`src/design/hargtok_pkg.sv`:
```
// Shared types and constants for the header argument list tokenizer.
// Used by every module of the block but hargtok_ram; no dependencies.
`default_nettype none

package hargtok_pkg;

  localparam logic [7:0] CH_NUL   = 8'h00;
  localparam logic [7:0] CH_TAB   = 8'h09;
  localparam logic [7:0] CH_SPACE = 8'h20;
  localparam logic [7:0] CH_QUOTE = 8'h22;
  localparam logic [7:0] CH_COMMA = 8'h2C;
  localparam logic [7:0] CH_EQ    = 8'h3D;

  // result kinds
  localparam logic [1:0] KIND_FIRST = 2'd0;
  localparam logic [1:0] KIND_VALUE = 2'd1;
  localparam logic [1:0] KIND_END   = 2'd2;
  localparam logic [1:0] KIND_EMPTY = 2'd3;

  localparam int unsigned CMDQ_DEPTH = 4;

  typedef enum logic [2:0] {
    PH_IDLE,
    PH_NAME_LEAD,
    PH_NAME,
    PH_VAL_LEAD,
    PH_VAL,
    PH_QUOTED,
    PH_AFTER_QUOTE
  } ph_t;

  typedef enum logic [1:0] {
    OP_BLANK,   // hold one blank back
    OP_DROP,    // discard held blanks
    OP_CHAR,    // release held blanks, then the byte
    OP_MARK     // end-of-pair or empty-list marker
  } op_t;

  typedef struct packed {
    logic [7:0] in_byte;
    logic       terminator;
  } in_item_t;

  typedef struct packed {
    logic [7:0]  out_byte;
    logic [1:0]  out_kind;
    logic [15:0] pair_index;
    logic        pair_named;
    logic        list_last;
  } out_item_t;

  typedef struct packed {
    op_t         op;
    logic        pre_mark;  // close the previous pair before the byte
    logic [7:0]  ch;
    logic [1:0]  kind;
    logic [15:0] index;     // index of the marker when pre_mark is set
    logic        named;
    logic        last;
  } cmd_t;

  function automatic logic [15:0] sat_inc(input logic [15:0] v);
    sat_inc = (v == 16'hFFFF) ? v : v + 16'd1;
  endfunction

endpackage

`default_nettype wire

```
`src/design/hargtok_ram.sv`:
```
// Generic single-write, single-read RAM with registered read data.
// No dependencies.
`default_nettype none

module hargtok_ram #(
  parameter int WIDTH = 1,
  parameter int DEPTH = 16
) (
  input  wire logic                                     clk,
  input  wire logic                                     we,
  input  wire logic [((DEPTH > 1) ? $clog2(DEPTH) : 1)-1:0] waddr,
  input  wire logic [WIDTH-1:0]                         wdata,
  input  wire logic                                     re,
  input  wire logic [((DEPTH > 1) ? $clog2(DEPTH) : 1)-1:0] raddr,
  output logic      [WIDTH-1:0]                         rdata
);

  logic [WIDTH-1:0] mem [DEPTH];

  always_ff @(posedge clk) begin
    if (we) begin
      mem[waddr] <= wdata;
    end
    if (re) begin
      rdata <= mem[raddr];
    end
  end

endmodule

`default_nettype wire

```
`src/design/hargtok_cmd_fifo.sv`:
```
// Short command queue between the parser front end and the output back end.
// Depends on hargtok_pkg.
`default_nettype none

module hargtok_cmd_fifo (
  input  wire logic               clk,
  input  wire logic               rst,
  input  wire logic               push,
  input  wire hargtok_pkg::cmd_t  push_cmd,
  output logic                    full,
  input  wire logic               pop,
  output logic                    head_valid,
  output hargtok_pkg::cmd_t       head
);
  import hargtok_pkg::*;

  localparam int PW = $clog2(CMDQ_DEPTH);

  cmd_t          slots [CMDQ_DEPTH];
  logic [PW-1:0] wr_ptr;
  logic [PW-1:0] rd_ptr;
  logic [PW:0]   fill;

  assign full       = (fill == (PW+1)'(CMDQ_DEPTH));
  assign head_valid = (fill != '0);
  assign head       = slots[rd_ptr];

  always_ff @(posedge clk) begin
    if (push) begin
      slots[wr_ptr] <= push_cmd;
    end
  end

  always_ff @(posedge clk) begin
    if (rst) begin
      wr_ptr <= '0;
      rd_ptr <= '0;
      fill   <= '0;
    end else begin
      if (push) begin
        wr_ptr <= wr_ptr + 1'b1;
      end
      if (pop) begin
        rd_ptr <= rd_ptr + 1'b1;
      end
      unique case ({push, pop})
        2'b10:   fill <= fill + 1'b1;
        2'b01:   fill <= fill - 1'b1;
        default: fill <= fill;
      endcase
    end
  end

endmodule

`default_nettype wire

```
`src/design/hargtok_front.sv`:
```
// Parser front end: takes one request byte a cycle while accept is high,
// tracks item phase and count, issues at most one back-end command a byte.
// Depends on hargtok_pkg.
`default_nettype none

module hargtok_front (
  input  wire logic                  clk,
  input  wire logic                  rst,
  input  wire logic                  accept,
  input  wire hargtok_pkg::in_item_t item,
  output logic                       push,
  output hargtok_pkg::cmd_t          cmd
);
  import hargtok_pkg::*;

  ph_t         phase;
  ph_t         phase_next;
  logic [15:0] item_counter;
  logic [15:0] item_counter_next;
  logic        seen_equals;
  logic        seen_equals_next;

  logic [7:0]  c;
  logic        is_end;
  logic        is_blank;
  logic [15:0] opened;
  logic [15:0] idx;
  logic        emit;

  assign c        = item.in_byte;
  assign is_end   = item.terminator || (c == CH_NUL);
  assign is_blank = (c == CH_SPACE) || (c == CH_TAB);
  assign opened   = sat_inc(item_counter);
  assign push     = accept && emit;

  always_comb begin
    phase_next        = phase;
    item_counter_next = item_counter;
    seen_equals_next  = seen_equals;
    emit              = 1'b0;
    idx               = (phase == PH_IDLE) ? opened : item_counter;
    cmd.op            = OP_DROP;
    cmd.pre_mark      = 1'b0;
    cmd.ch            = c;
    cmd.kind          = KIND_FIRST;
    cmd.index         = item_counter;
    cmd.named         = 1'b0;
    cmd.last          = 1'b0;

    if (is_end) begin
      emit              = 1'b1;
      cmd.op            = OP_MARK;
      cmd.ch            = CH_NUL;
      cmd.kind          = (phase == PH_IDLE) ? KIND_EMPTY : KIND_END;
      cmd.named         = (phase == PH_IDLE) ? 1'b0 : seen_equals;
      cmd.last          = 1'b1;
      phase_next        = PH_IDLE;
      item_counter_next = '0;
      seen_equals_next  = 1'b0;
    end else begin
      unique case (phase)
        PH_IDLE, PH_NAME_LEAD, PH_NAME: begin
          item_counter_next = idx;
          cmd.index         = idx;
          priority if (c == CH_COMMA) begin
            emit             = 1'b1;
            cmd.op           = OP_MARK;
            cmd.ch           = CH_NUL;
            cmd.kind         = KIND_END;
            cmd.named        = seen_equals;
            phase_next       = PH_IDLE;
            seen_equals_next = 1'b0;
          end else if (c == CH_EQ) begin
            emit             = (phase == PH_NAME);
            cmd.op           = OP_DROP;
            seen_equals_next = 1'b1;
            phase_next       = PH_VAL_LEAD;
          end else if (is_blank) begin
            emit   = (phase == PH_NAME);
            cmd.op = OP_BLANK;
            if (phase == PH_IDLE) begin
              phase_next = PH_NAME_LEAD;
            end
          end else begin
            emit       = 1'b1;
            cmd.op     = OP_CHAR;
            cmd.kind   = KIND_FIRST;
            phase_next = PH_NAME;
          end
        end
        PH_VAL_LEAD, PH_VAL: begin
          priority if (c == CH_COMMA) begin
            emit             = 1'b1;
            cmd.op           = OP_MARK;
            cmd.ch           = CH_NUL;
            cmd.kind         = KIND_END;
            cmd.named        = seen_equals;
            phase_next       = PH_IDLE;
            seen_equals_next = 1'b0;
          end else if (is_blank) begin
            emit   = (phase == PH_VAL);
            cmd.op = OP_BLANK;
          end else if ((c == CH_QUOTE) && (phase == PH_VAL_LEAD)) begin
            phase_next = PH_QUOTED;
          end else begin
            emit       = 1'b1;
            cmd.op     = OP_CHAR;
            cmd.kind   = KIND_VALUE;
            phase_next = PH_VAL;
          end
        end
        PH_QUOTED: begin
          if (c == CH_QUOTE) begin
            phase_next = PH_AFTER_QUOTE;
          end else begin
            emit     = 1'b1;
            cmd.op   = OP_CHAR;
            cmd.kind = KIND_VALUE;
          end
        end
        PH_AFTER_QUOTE: begin
          // anything but a blank closes the quoted pair
          priority if (is_blank) begin
            emit = 1'b0;
          end else if (c == CH_COMMA) begin
            emit             = 1'b1;
            cmd.op           = OP_MARK;
            cmd.ch           = CH_NUL;
            cmd.kind         = KIND_END;
            cmd.named        = seen_equals;
            phase_next       = PH_IDLE;
            seen_equals_next = 1'b0;
          end else if (c == CH_EQ) begin
            emit              = 1'b1;
            cmd.op            = OP_MARK;
            cmd.ch            = CH_NUL;
            cmd.kind          = KIND_END;
            cmd.named         = seen_equals;
            item_counter_next = opened;
            seen_equals_next  = 1'b1;
            phase_next        = PH_VAL_LEAD;
          end else begin
            emit              = 1'b1;
            cmd.op            = OP_CHAR;
            cmd.pre_mark      = 1'b1;
            cmd.kind          = KIND_FIRST;
            cmd.named         = seen_equals;
            item_counter_next = opened;
            seen_equals_next  = 1'b0;
            phase_next        = PH_NAME;
          end
        end
        default: begin
          phase_next        = PH_IDLE;
          item_counter_next = '0;
          seen_equals_next  = 1'b0;
        end
      endcase
    end
  end

  always_ff @(posedge clk) begin
    if (rst) begin
      phase        <= PH_IDLE;
      item_counter <= '0;
      seen_equals  <= 1'b0;
    end else if (accept) begin
      phase        <= phase_next;
      item_counter <= item_counter_next;
      seen_equals  <= seen_equals_next;
    end
  end

endmodule

`default_nettype wire

```
`src/design/hargtok_back.sv`:
```
// Output back end: executes queued commands, keeps held-back blanks in a
// small RAM and feeds the output register. Depends on hargtok_pkg, hargtok_ram.
`default_nettype none

module hargtok_back #(
  parameter int WS_DEPTH = 16
) (
  input  wire logic                 clk,
  input  wire logic                 rst,
  input  wire logic                 cmd_valid,
  input  wire hargtok_pkg::cmd_t    cmd,
  output logic                      cmd_pop,
  output logic                      tok_valid,
  input  wire logic                 tok_ready,
  output hargtok_pkg::out_item_t    tok_item
);
  import hargtok_pkg::*;

  localparam int CW = $clog2(WS_DEPTH + 1);
  localparam int AW = (WS_DEPTH > 1) ? $clog2(WS_DEPTH) : 1;

  typedef struct packed {
    out_item_t item;
    logic      from_ram;
  } slot_t;

  logic [CW-1:0] blank_count;
  logic [CW-1:0] blank_count_next;
  logic [CW-1:0] ptr;
  logic [CW-1:0] ptr_next;
  logic          pre_done;
  logic          pre_done_next;
  logic          out_valid;
  slot_t         meta;

  slot_t         slot;
  logic          slot_valid;
  logic          advance;
  logic          ram_we;
  logic          ram_re;
  logic [0:0]    ram_rdata;
  logic [15:0]   char_index;

  assign advance    = !out_valid || tok_ready;
  assign char_index = cmd.pre_mark ? sat_inc(cmd.index) : cmd.index;

  hargtok_ram #(
    .WIDTH (1),
    .DEPTH (WS_DEPTH)
  ) u_blank_ram (
    .clk   (clk),
    .we    (ram_we),
    .waddr (blank_count[AW-1:0]),
    .wdata (cmd.ch == CH_TAB),
    .re    (ram_re),
    .raddr (ptr[AW-1:0]),
    .rdata (ram_rdata)
  );

  always_comb begin
    blank_count_next = blank_count;
    ptr_next         = ptr;
    pre_done_next    = pre_done;
    cmd_pop          = 1'b0;
    ram_we           = 1'b0;
    ram_re           = 1'b0;
    slot_valid       = 1'b0;
    slot.from_ram         = 1'b0;
    slot.item.out_byte    = cmd.ch;
    slot.item.out_kind    = cmd.kind;
    slot.item.pair_index  = cmd.index;
    slot.item.pair_named  = 1'b0;
    slot.item.list_last   = 1'b0;

    if (cmd_valid) begin
      unique case (cmd.op)
        OP_BLANK: begin
          cmd_pop = 1'b1;
          // excess blanks past the store depth are dropped
          if (blank_count < CW'(WS_DEPTH)) begin
            ram_we           = 1'b1;
            blank_count_next = blank_count + 1'b1;
          end
        end
        OP_DROP: begin
          cmd_pop          = 1'b1;
          blank_count_next = '0;
        end
        OP_MARK: begin
          slot_valid           = 1'b1;
          slot.item.out_byte   = CH_NUL;
          slot.item.pair_named = cmd.named;
          slot.item.list_last  = cmd.last;
          if (advance) begin
            cmd_pop          = 1'b1;
            blank_count_next = '0;
            ptr_next         = '0;
          end
        end
        OP_CHAR: begin
          slot_valid = 1'b1;
          if (cmd.pre_mark && !pre_done) begin
            slot.item.out_byte   = CH_NUL;
            slot.item.out_kind   = KIND_END;
            slot.item.pair_named = cmd.named;
            if (advance) begin
              pre_done_next = 1'b1;
            end
          end else if (ptr < blank_count) begin
            slot.from_ram        = 1'b1;
            slot.item.pair_index = char_index;
            ram_re               = advance;
            if (advance) begin
              ptr_next = ptr + 1'b1;
            end
          end else begin
            slot.item.pair_index = char_index;
            if (advance) begin
              cmd_pop          = 1'b1;
              blank_count_next = '0;
              ptr_next         = '0;
              pre_done_next    = 1'b0;
            end
          end
        end
        default: begin
          cmd_pop = 1'b1;
        end
      endcase
    end
  end

  always_ff @(posedge clk) begin
    if (rst) begin
      blank_count <= '0;
      ptr         <= '0;
      pre_done    <= 1'b0;
      out_valid   <= 1'b0;
    end else begin
      blank_count <= blank_count_next;
      ptr         <= ptr_next;
      pre_done    <= pre_done_next;
      if (advance) begin
        out_valid <= slot_valid;
      end
    end
  end

  always_ff @(posedge clk) begin
    if (advance && slot_valid) begin
      meta <= slot;
    end
  end

  // blank bytes come straight from the registered RAM read
  always_comb begin
    tok_item = meta.item;
    if (meta.from_ram) begin
      tok_item.out_byte = ram_rdata[0] ? CH_TAB : CH_SPACE;
    end
  end

  assign tok_valid = out_valid;

endmodule

`default_nettype wire

```
`src/design/header_arg_list_tokenizer_unit.sv`:
```
// Top level of the header argument list tokenizer.
// Depends on hargtok_pkg, hargtok_front, hargtok_cmd_fifo, hargtok_back.
`default_nettype none

// Splits a comma-separated header argument list (value, name=value,
// name="value") into tagged bytes: first-part bytes, value bytes, an
// end-of-pair marker per item with its index and named flag, and a single
// empty-list marker where no pair is open at the end. A terminator request
// or a zero byte ends the list and returns the block to its reset state.
// The front end takes one request byte per cycle while its four-entry
// command queue has room. The back end issues at most one result per
// cycle into the output register while tok_ready does not stall it: a
// byte that follows k held-back blanks comes after those k blanks (k at
// most WS_DEPTH, read one per cycle from the blank RAM), and a byte that
// directly follows a closing quote comes after the marker of the quoted
// pair. Blanks and '=' in a name produce no result.
module header_arg_list_tokenizer_unit #(
  parameter int WS_DEPTH = 16
) (
  input  wire logic                   clk,
  input  wire logic                   rst,
  input  wire logic                   char_valid,
  output logic                        char_ready,
  input  wire hargtok_pkg::in_item_t  char_item,
  output logic                        tok_valid,
  input  wire logic                   tok_ready,
  output hargtok_pkg::out_item_t      tok_item
);
  import hargtok_pkg::*;

  logic char_accept;
  logic cmd_push;
  cmd_t push_cmd;
  logic q_full;
  logic q_valid;
  logic q_pop;
  cmd_t q_head;

  assign char_ready  = !q_full;
  assign char_accept = char_valid && char_ready;

  hargtok_front u_front (
    .clk    (clk),
    .rst    (rst),
    .accept (char_accept),
    .item   (char_item),
    .push   (cmd_push),
    .cmd    (push_cmd)
  );

  hargtok_cmd_fifo u_cmdq (
    .clk        (clk),
    .rst        (rst),
    .push       (cmd_push),
    .push_cmd   (push_cmd),
    .full       (q_full),
    .pop        (q_pop),
    .head_valid (q_valid),
    .head       (q_head)
  );

  hargtok_back #(
    .WS_DEPTH (WS_DEPTH)
  ) u_back (
    .clk       (clk),
    .rst       (rst),
    .cmd_valid (q_valid),
    .cmd       (q_head),
    .cmd_pop   (q_pop),
    .tok_valid (tok_valid),
    .tok_ready (tok_ready),
    .tok_item  (tok_item)
  );

  a_no_push_when_full: assert property (@(posedge clk) disable iff (rst)
    cmd_push |-> !q_full)
    else $error("command pushed into a full queue");

  a_no_pop_when_empty: assert property (@(posedge clk) disable iff (rst)
    q_pop |-> q_valid)
    else $error("command popped from an empty queue");

  a_marker_byte_zero: assert property (@(posedge clk) disable iff (rst)
    (tok_valid && (tok_item.out_kind == KIND_END || tok_item.out_kind == KIND_EMPTY))
      |-> (tok_item.out_byte == CH_NUL))
    else $error("marker result carries a non-zero byte");

  a_flags_only_on_markers: assert property (@(posedge clk) disable iff (rst)
    (tok_valid && (tok_item.pair_named || tok_item.list_last))
      |-> (tok_item.out_kind == KIND_END || tok_item.out_kind == KIND_EMPTY))
    else $error("named or last flag set on a byte result");

endmodule

`default_nettype wire
```
`config.mk`:
```
export PLATFORM = sky130hd
export DESIGN_NAME = header_arg_list_tokenizer_unit
export DESIGN_NICKNAME = d
export VERILOG_FILES = /design/src/design/hargtok_pkg.sv /design/src/design/hargtok_ram.sv /design/src/design/hargtok_cmd_fifo.sv /design/src/design/hargtok_front.sv /design/src/design/hargtok_back.sv /design/src/design/header_arg_list_tokenizer_unit.sv
export SDC_FILE = /design/constraint.sdc
export NUM_CORES = 1
export LEC_CHECK = 0
export ABC_AREA = 1
export BUFFER_PORTS_ARGS = -buffer_cell sky130_fd_sc_hd__buf_2
export CAP_MARGIN = 20
export CELL_PAD_IN_SITES_DETAIL_PLACEMENT = 1
export CELL_PAD_IN_SITES_GLOBAL_PLACEMENT = 1
export CORE_MARGIN = 3
export CORE_UTILIZATION = 43
export DETAILED_ROUTE_END_ITERATION = 10
export GPL_TIMING_DRIVEN = 0
export PLACE_DENSITY_LB_ADDON = 0.1
export SLEW_MARGIN = 20
export SYNTH_ARGS = -nofsm -noshare
export SYNTH_HDL_FRONTEND = slang
export SYNTH_SLANG_ARGS = --single-unit
```
`constraint.sdc`:
```
create_clock -name clk -period 3.35 [get_ports clk]
set_clock_uncertainty 0.2 [all_clocks]
set_input_delay 0.67 -clock clk [delete_from_list [all_inputs] [get_ports clk]]
set_output_delay 0.67 -clock clk [all_outputs]
set_load 0.01 [all_outputs]
```
==> results of run 1 <==
repair_timing:
| item | in CTS | in global routing |
|---|---|---|
| pin swaps | 0 | 3 |
| buffers inserted | 0 | 5 |
| hold buffers | 0 | 0 |
| endpoints found under the setup margin | 17 | 2 |
| gates resized for setup | 3 | 11 |
cell families (layout without fill, tap and decap cells):
logic type      Yosys count  in the layout  synth area share
fa+ha+maj                17             17            0.0199
xor+xnor                 19             19            0.0151
buf+inv                 192            289            0.0825
compound gates          162            162            0.0828
simple gates            665            665             0.263
mux                       1              1          0.000905
flops                   211            211             0.536
final timing paths:
kind	from	to	slack, ns	depth (start not counted)
hold reg to reg	u_front.seen_equals	u_front.seen_equals	0.27	2
setup reg to reg	flip-flop	u_cmdq.fill[2]	0.23	19
setup / recovery	flip-flop	u_cmdq.fill[2]	0.23	19
hold / removal	rst	u_cmdq.fill[0]	0.23	4
final cells by class:
type,instances,area (um^2),area share
clock inverters,10,88.8,0.00700
well taps,330,413,0.0325
clock buffers,33,654,0.0516
plain buffers,62,417,0.0328
inverters,130,498,0.0392
repair buffers,54,393,0.0310
multi-input cells,864,4300,0.339
flip-flops and latches,211,5930,0.467
flip-flops by register name (all words and copies together) (netlist names), named ones only:
| register | flops |
|---|---|
| u_back.blank_count | 5 |
| u_back.meta | 9 |
| u_back.pre_done | 1 |
| u_back.ptr | 5 |
| u_back.tok_item | 20 |
| u_back.tok_valid | 1 |
| u_back.u_blank_ram.mem | 16 |
| u_back.u_blank_ram.rdata | 1 |
| u_cmdq.fill | 3 |
| u_cmdq.rd_ptr | 2 |
| u_cmdq.slots | 124 |
| u_cmdq.wr_ptr | 2 |
| u_front.item_counter | 16 |
| u_front.phase | 3 |
| u_front.seen_equals | 1 |
critical path: stages (launching register included):
cell and delay, ns:
dfxtp_1 0.32, buf_6 0.17, inv_8 0.06, buf_6 0.15, nand2_1 0.06, nand3_1 0.11
nand2_4 0.17, nand2_8 0.10, inv_4 0.12, nand4_1 0.11, o21ai_2 0.09, nand2_1 0.11
inv_2 0.10, ha_1 0.14, inv_1 0.08, fa_1 0.47, a21oi_2 0.15, o21ai_1 0.09
o21ai_1 0.13, a21oi_1 0.05
power groups by stage:
stage / clock (mW) / combinational [mW] / sequential (mW)
final: 2.49 / 3.81 / 3.61
after global routing: 2.66 / 4.27 / 3.64
after CTS: 2.55 / 3.78 / 3.61
after detailed placement: 0 / 3.74 / 3.66
after global placement: 0 / 3.51 / 3.67
after floorplan: 0 / 2.53 / 3.63
stage by stage:
stage	hold slack (ns)	total power, mW	TNS [ns]	cells
CTS	0.213	9.94	0	1689
detailed placement	0.267	7.41	-20.64	1646
global placement	0.257	7.18	-256.15	1639
floorplan	0.244	6.16	-28.28	1267
global route	0.250	10.6	-0.00384	1694
finish	0.233	9.90	0	1694
per-layer routing:
| layer | vias up | global-route usage |
|---|---|---|
| met1 | 4256 | 0.291 |
| met2 | 178 | 0.383 |
| met3 | 49 | 0.0248 |
| met4 | 0 | 0.0624 |
| met5 | - | 0 |
| li1 | 4371 | - |
synth_stat cells, drive strengths merged, types with 3 or more instances:
cell type	n
nor3	13
ha	16
o211ai	4
xnor2	5
o21ai	77
o22ai	4
or2	4
inv	128
nand4	21
buf	50
nand2	353
xor2	14
a21oi	58
dfxtp	41
a32o	6
nand3	109
clkbuf	12
o21a	3
nor2	162
edfxtp	170
==> results.md, run 1 <==
- Status: finished, final reports clean
- Post-route design area: 12700 um^2
- Yosys reg bits: 211
- # clock sinks: 211
- Slew Limit Fails: 0
- Max-slew headroom: 0.451
- Initial antenna violation count: 0
- Clock Latency Late Sink: 0.54 ns
- Mapped cell area: 11100 um^2
- Largest net degree at the start of global routing: 26
- Sw Share: 0.375
- Gpl congestion: 0.852
- Final wirelength: 30300 um
- Pwr Density: 780 nW/um^2
- Sequential area share after synthesis: 0.536
- NumNets Final: 1377
- WL/cell: 17.9 um
- Arr. time, crit path: 3.32 ns
- Commonest cells after routing, fill and taps aside: nand2_1 (340), edfxtp_1 (170), nor2_1 (141), inv_1 (116), nand3_1 (99)
- Netlist cell types: 51
- Vias in the first global route: 9140
- Core ar.: 25300 um^2
- CP Launch Type: flip-flop
- # DRC: 0
- Leak: 5.05 nW
- N_diodes: 0
- Global route total overflow: 0
- Hpwl dp: 22600 um
- Final WS setup: 0.232 ns
- Flop pwr share: 0.364
- Syn Nets: 1297
- Synth area leader: edfxtp_1
- DR top layer: met4
- CTS tree: done
- Slew of the pin with the lowest slew margin: 0.824 ns
- Initial DRC count: 527
- Commonest non-fill, non-tap cell in the layout: nand2_1
- Worst EP required: 3.55 ns
- Switch Pwr: 3.71 mW
- Post-DRT Antenna Nets: 0
- I/O Buffers: 42
- Max Root-Sink Buffers: 3
- Yosys warnings: 0
- Internal power: 6.19 mW
- Wl on met1: 13700 um
- Period utilization: 0.931
- Final setup viols: 0
- Combinational power share: 0.384
- Clk root buf: clkbuf_16
- Die area: 27700 um^2
- Max Fclk: 321 MHz
- CTS Buf Count: 24
- Fin crit period: 3.12 ns
- Number of flops mapped to enable cells by yosys: 170
- Pre-CTS setup slack: -0.681 ns
- Setup CP Type: reg -> reg
- Starting Density: 0.438
- Boundary Pins: 43
- First-pass DRT Iterations: 4
- Dominant synthesized flop cell: edfxtp_1
- Ranking of synthesized cells by area: edfxtp_1 (46%), nand2_1 (12%), dfxtp_1 (7.4%)
- Max Cap Viol: 0
- H-tree Lvls: 1
- Fill cell count: 2971
- Area growth, synth to finish: 14.8%
- Met3 wire length: 1170 um
- Metal2 WL: 14800 um
- Clk pwr share: 0.251
- Mapped Avg Cell Area: 8.73 um^2
- CP max FO: 10
- Rows: 58
- Kind of end point of the critical path: flip-flop
- Max IR drop VDD: 421 uV
- DIE HEIGHT: 166 um
- Hold crit path type: in -> reg
- Fin util: 0.502
- Clk slew on worst S/H paths: 0.06 ns
- Final hold violation count: 0
- GRT Total Usage: 0.219
- Ratio of cells with drive above 1 in the final layout: 0.151
- Post-synth ARST share: 0
- Via/cell ratio: 5.23
- Vias: 8854
- Chip width: 166 um
- Placed Area: 11900 um^2
- First-pass GRT wire length: 48900 um
- Cells after synthesis: 1267
- Yosys top cell area share: 0.462
Note: power is estimated with default switching activity, not from simulation.
==> inputs of run 2 (changes only) <==
--- a/config.mk
+++ b/config.mk
@@ -10,8 +10,10 @@
 export CAP_MARGIN = 20
 export CELL_PAD_IN_SITES_DETAIL_PLACEMENT = 1
 export CELL_PAD_IN_SITES_GLOBAL_PLACEMENT = 1
+export CORE_ASPECT_RATIO = 0.6
 export CORE_MARGIN = 3
-export CORE_UTILIZATION = 43
+export CORE_UTILIZATION = 45
+export CTS_BUF_LIST = sky130_fd_sc_hd__clkbuf_4 sky130_fd_sc_hd__clkbuf_8
 export DETAILED_ROUTE_END_ITERATION = 10
 export GPL_TIMING_DRIVEN = 0
 export PLACE_DENSITY_LB_ADDON = 0.1
==> results.md, run 2 (synthesis results as in run 1) <==
- Kind of end point of the critical path: flip-flop
- Worst EP required: 3.35 ns
- Unrepaired setup endpoints after global routing: false
- Clock Latency Late Sink: 0.53 ns
- Chip width: 208 um
- Clk pwr share: 0.249
- Tot Pwr: 9.98 mW
- Vias: 9283
- CP max FO: 10
- Vias in the first global route: 9368
- R2R Setup Slk: 0.10 ns
- Setup CP Type: reg -> reg
- TNS Setup: 0 ns
- H-tree Lvls: 2
- Status: finished, final reports clean
- CP Launch Type: flip-flop
- Hold crit path type: in -> reg
- Hpwl dp: 24800 um
- Clk root buf: clkbuf_8
- Hold Buf Count CTS: 0
- Post-DRT Antenna Nets: 0
- Combinational power share: 0.388
- # clock sinks: 211
- Internal power: 6.11 mW
- Initial antenna violation count: 0
- Core ar.: 23600 um^2
- Global route total overflow: 0
- # DRC: 0
- Fin crit period: 3.25 ns
- Sw Share: 0.388
- Max Fclk: 308 MHz
- Arr. time, crit path: 3.25 ns
- Final wirelength: 33700 um
- Leak: 5.05 nW
- Clk slew on worst S/H paths: 0.07 ns
- CTS tree: done
- WL/cell: 19.9 um
- GRT Total Usage: 0.256
- Area growth, synth to finish: 14.1%
- Die area: 26500 um^2
- Slew Limit Fails: 0
- Ratio of cells with drive above 1 in the final layout: 0.167
- Post-Place Cells: 1630
- NumNets Final: 1383
- DIE HEIGHT: 127 um
- Commonest cells after routing, fill and taps aside: nand2_1 (340), edfxtp_1 (170), nor2_1 (141), inv_1 (116), nand3_1 (99)
- Fin Hold WS: 0.244 ns
- Largest net degree at the start of global routing: 29
- Flop pwr share: 0.363
- Initial DRC count: 895
- Max IR drop VDD: 385 uV
- First-pass DRT Iterations: 5
- Rows: 43
- Placed Area: 11800 um^2
- First-pass GRT wire length: 53000 um
- Gpl congestion: 0.878
- Max Root-Sink Buffers: 3
- Slew of the pin with the lowest slew margin: 1.08 ns
- Top reg by flops: u_cmdq.slots
- Period utilization: 0.969
- Max-slew headroom: 0.276
- Post-route design area: 12600 um^2
- Switch Pwr: 3.87 mW
- Cell Count, Final, Fillers Out: 1693
- Starting Density: 0.468
- Final hold violation count: 0
- Max Cap Viol: 0
- Commonest non-fill, non-tap cell in the layout: nand2_1
- Boundary Pins: 43
- I/O Buffers: 42
- CTS Buf Count: 35
- Max reg flops: 124
- Via/cell ratio: 5.48
- Pwr Density: 791 nW/um^2
- Final setup viols: 0
- N_diodes: 0
==> run 2: changes by cell type in the layout (fill, tap and decap cells not counted), moves of 3 or more <==
cell       delta
clkbuf_4     +19
buf_12        +4
buf_4         -6
clkbuf_16    -24
clkbuf_1      -7
clkinv_1      -3
buf_16        -4
clkbuf_8     +36
==> run 2: power groups by stage <==
stage                     Sequential (mW)  Clock [mW]  Combinational [mW]
after CTS                            3.62        2.52                3.85
final                                3.62        2.49                3.88
after detailed placement             3.67           0                3.82
after floorplan                      3.63           0                2.53
after global routing                 3.66        2.63                4.30
after global placement               3.68           0                3.57
==> run 2: final cells by class <==
class,instances,area [um^2]
flip-flops and latches,211,5930
well taps,315,394
clock buffers,57,666
clock inverters,5,76.3
repair buffers,49,323
inverters,130,500
plain buffers,62,420
multi-input cells,864,4300
fillers,2780,11000
==> run 2: metrics by stage <==
step / utilization / setup slack [ns]
2_1_floorplan: - / -0.228
3_3_place_gp: 0.494 / -1.91
3_5_place_dp: 0.500 / -0.662
4_1_cts: 0.532 / 0.0100
5_1_grt: 0.534 / 0.0334
6_report: 0.534 / 0.102
==> run 2: path summary, 6_finish.rpt <==
kind	from	to	cells past startpoint
hold / removal	rst	u_cmdq.fill[0]	4
setup / recovery	u_front.item_counter[0]	u_cmdq.slots[0][5]	10
setup reg to reg	u_front.item_counter[0]	u_cmdq.slots[0][5]	10
hold reg to reg	u_cmdq.fill[0]	u_cmdq.fill[0]	1
==> run 2: metal layers <==
layer / global-route usage / vias up / wire length (um)
li1: - / 4387 / -
met1: 0.391 / 4592 / 16900
met2: 0.383 / 262 / 14300
met3: 0.0410 / 42 / 1970
met4: 0.0566 / 0 / 549
met5: 0 / - / 0
==> run 2: what timing repair did <==
item                                    4_1_cts  5_1_grt
pin swaps                                     0        1
gates resized for setup                       3       14
endpoints found under the setup margin        1       11
setup buffers                                 0        1
==> run 2: worst max-delay path, cell delays in order, from the launching register on <==
cell and delay, ns:
dfxtp_1 0.44, ha_1 0.32, nand2_1 0.11, nor2_2 0.24, inv_2 0.07, nor2_4 0.18
nand3_2 0.18, buf_2 0.27, nand3_1 0.10, o21ai_1 0.09, o21ai_0 0.71
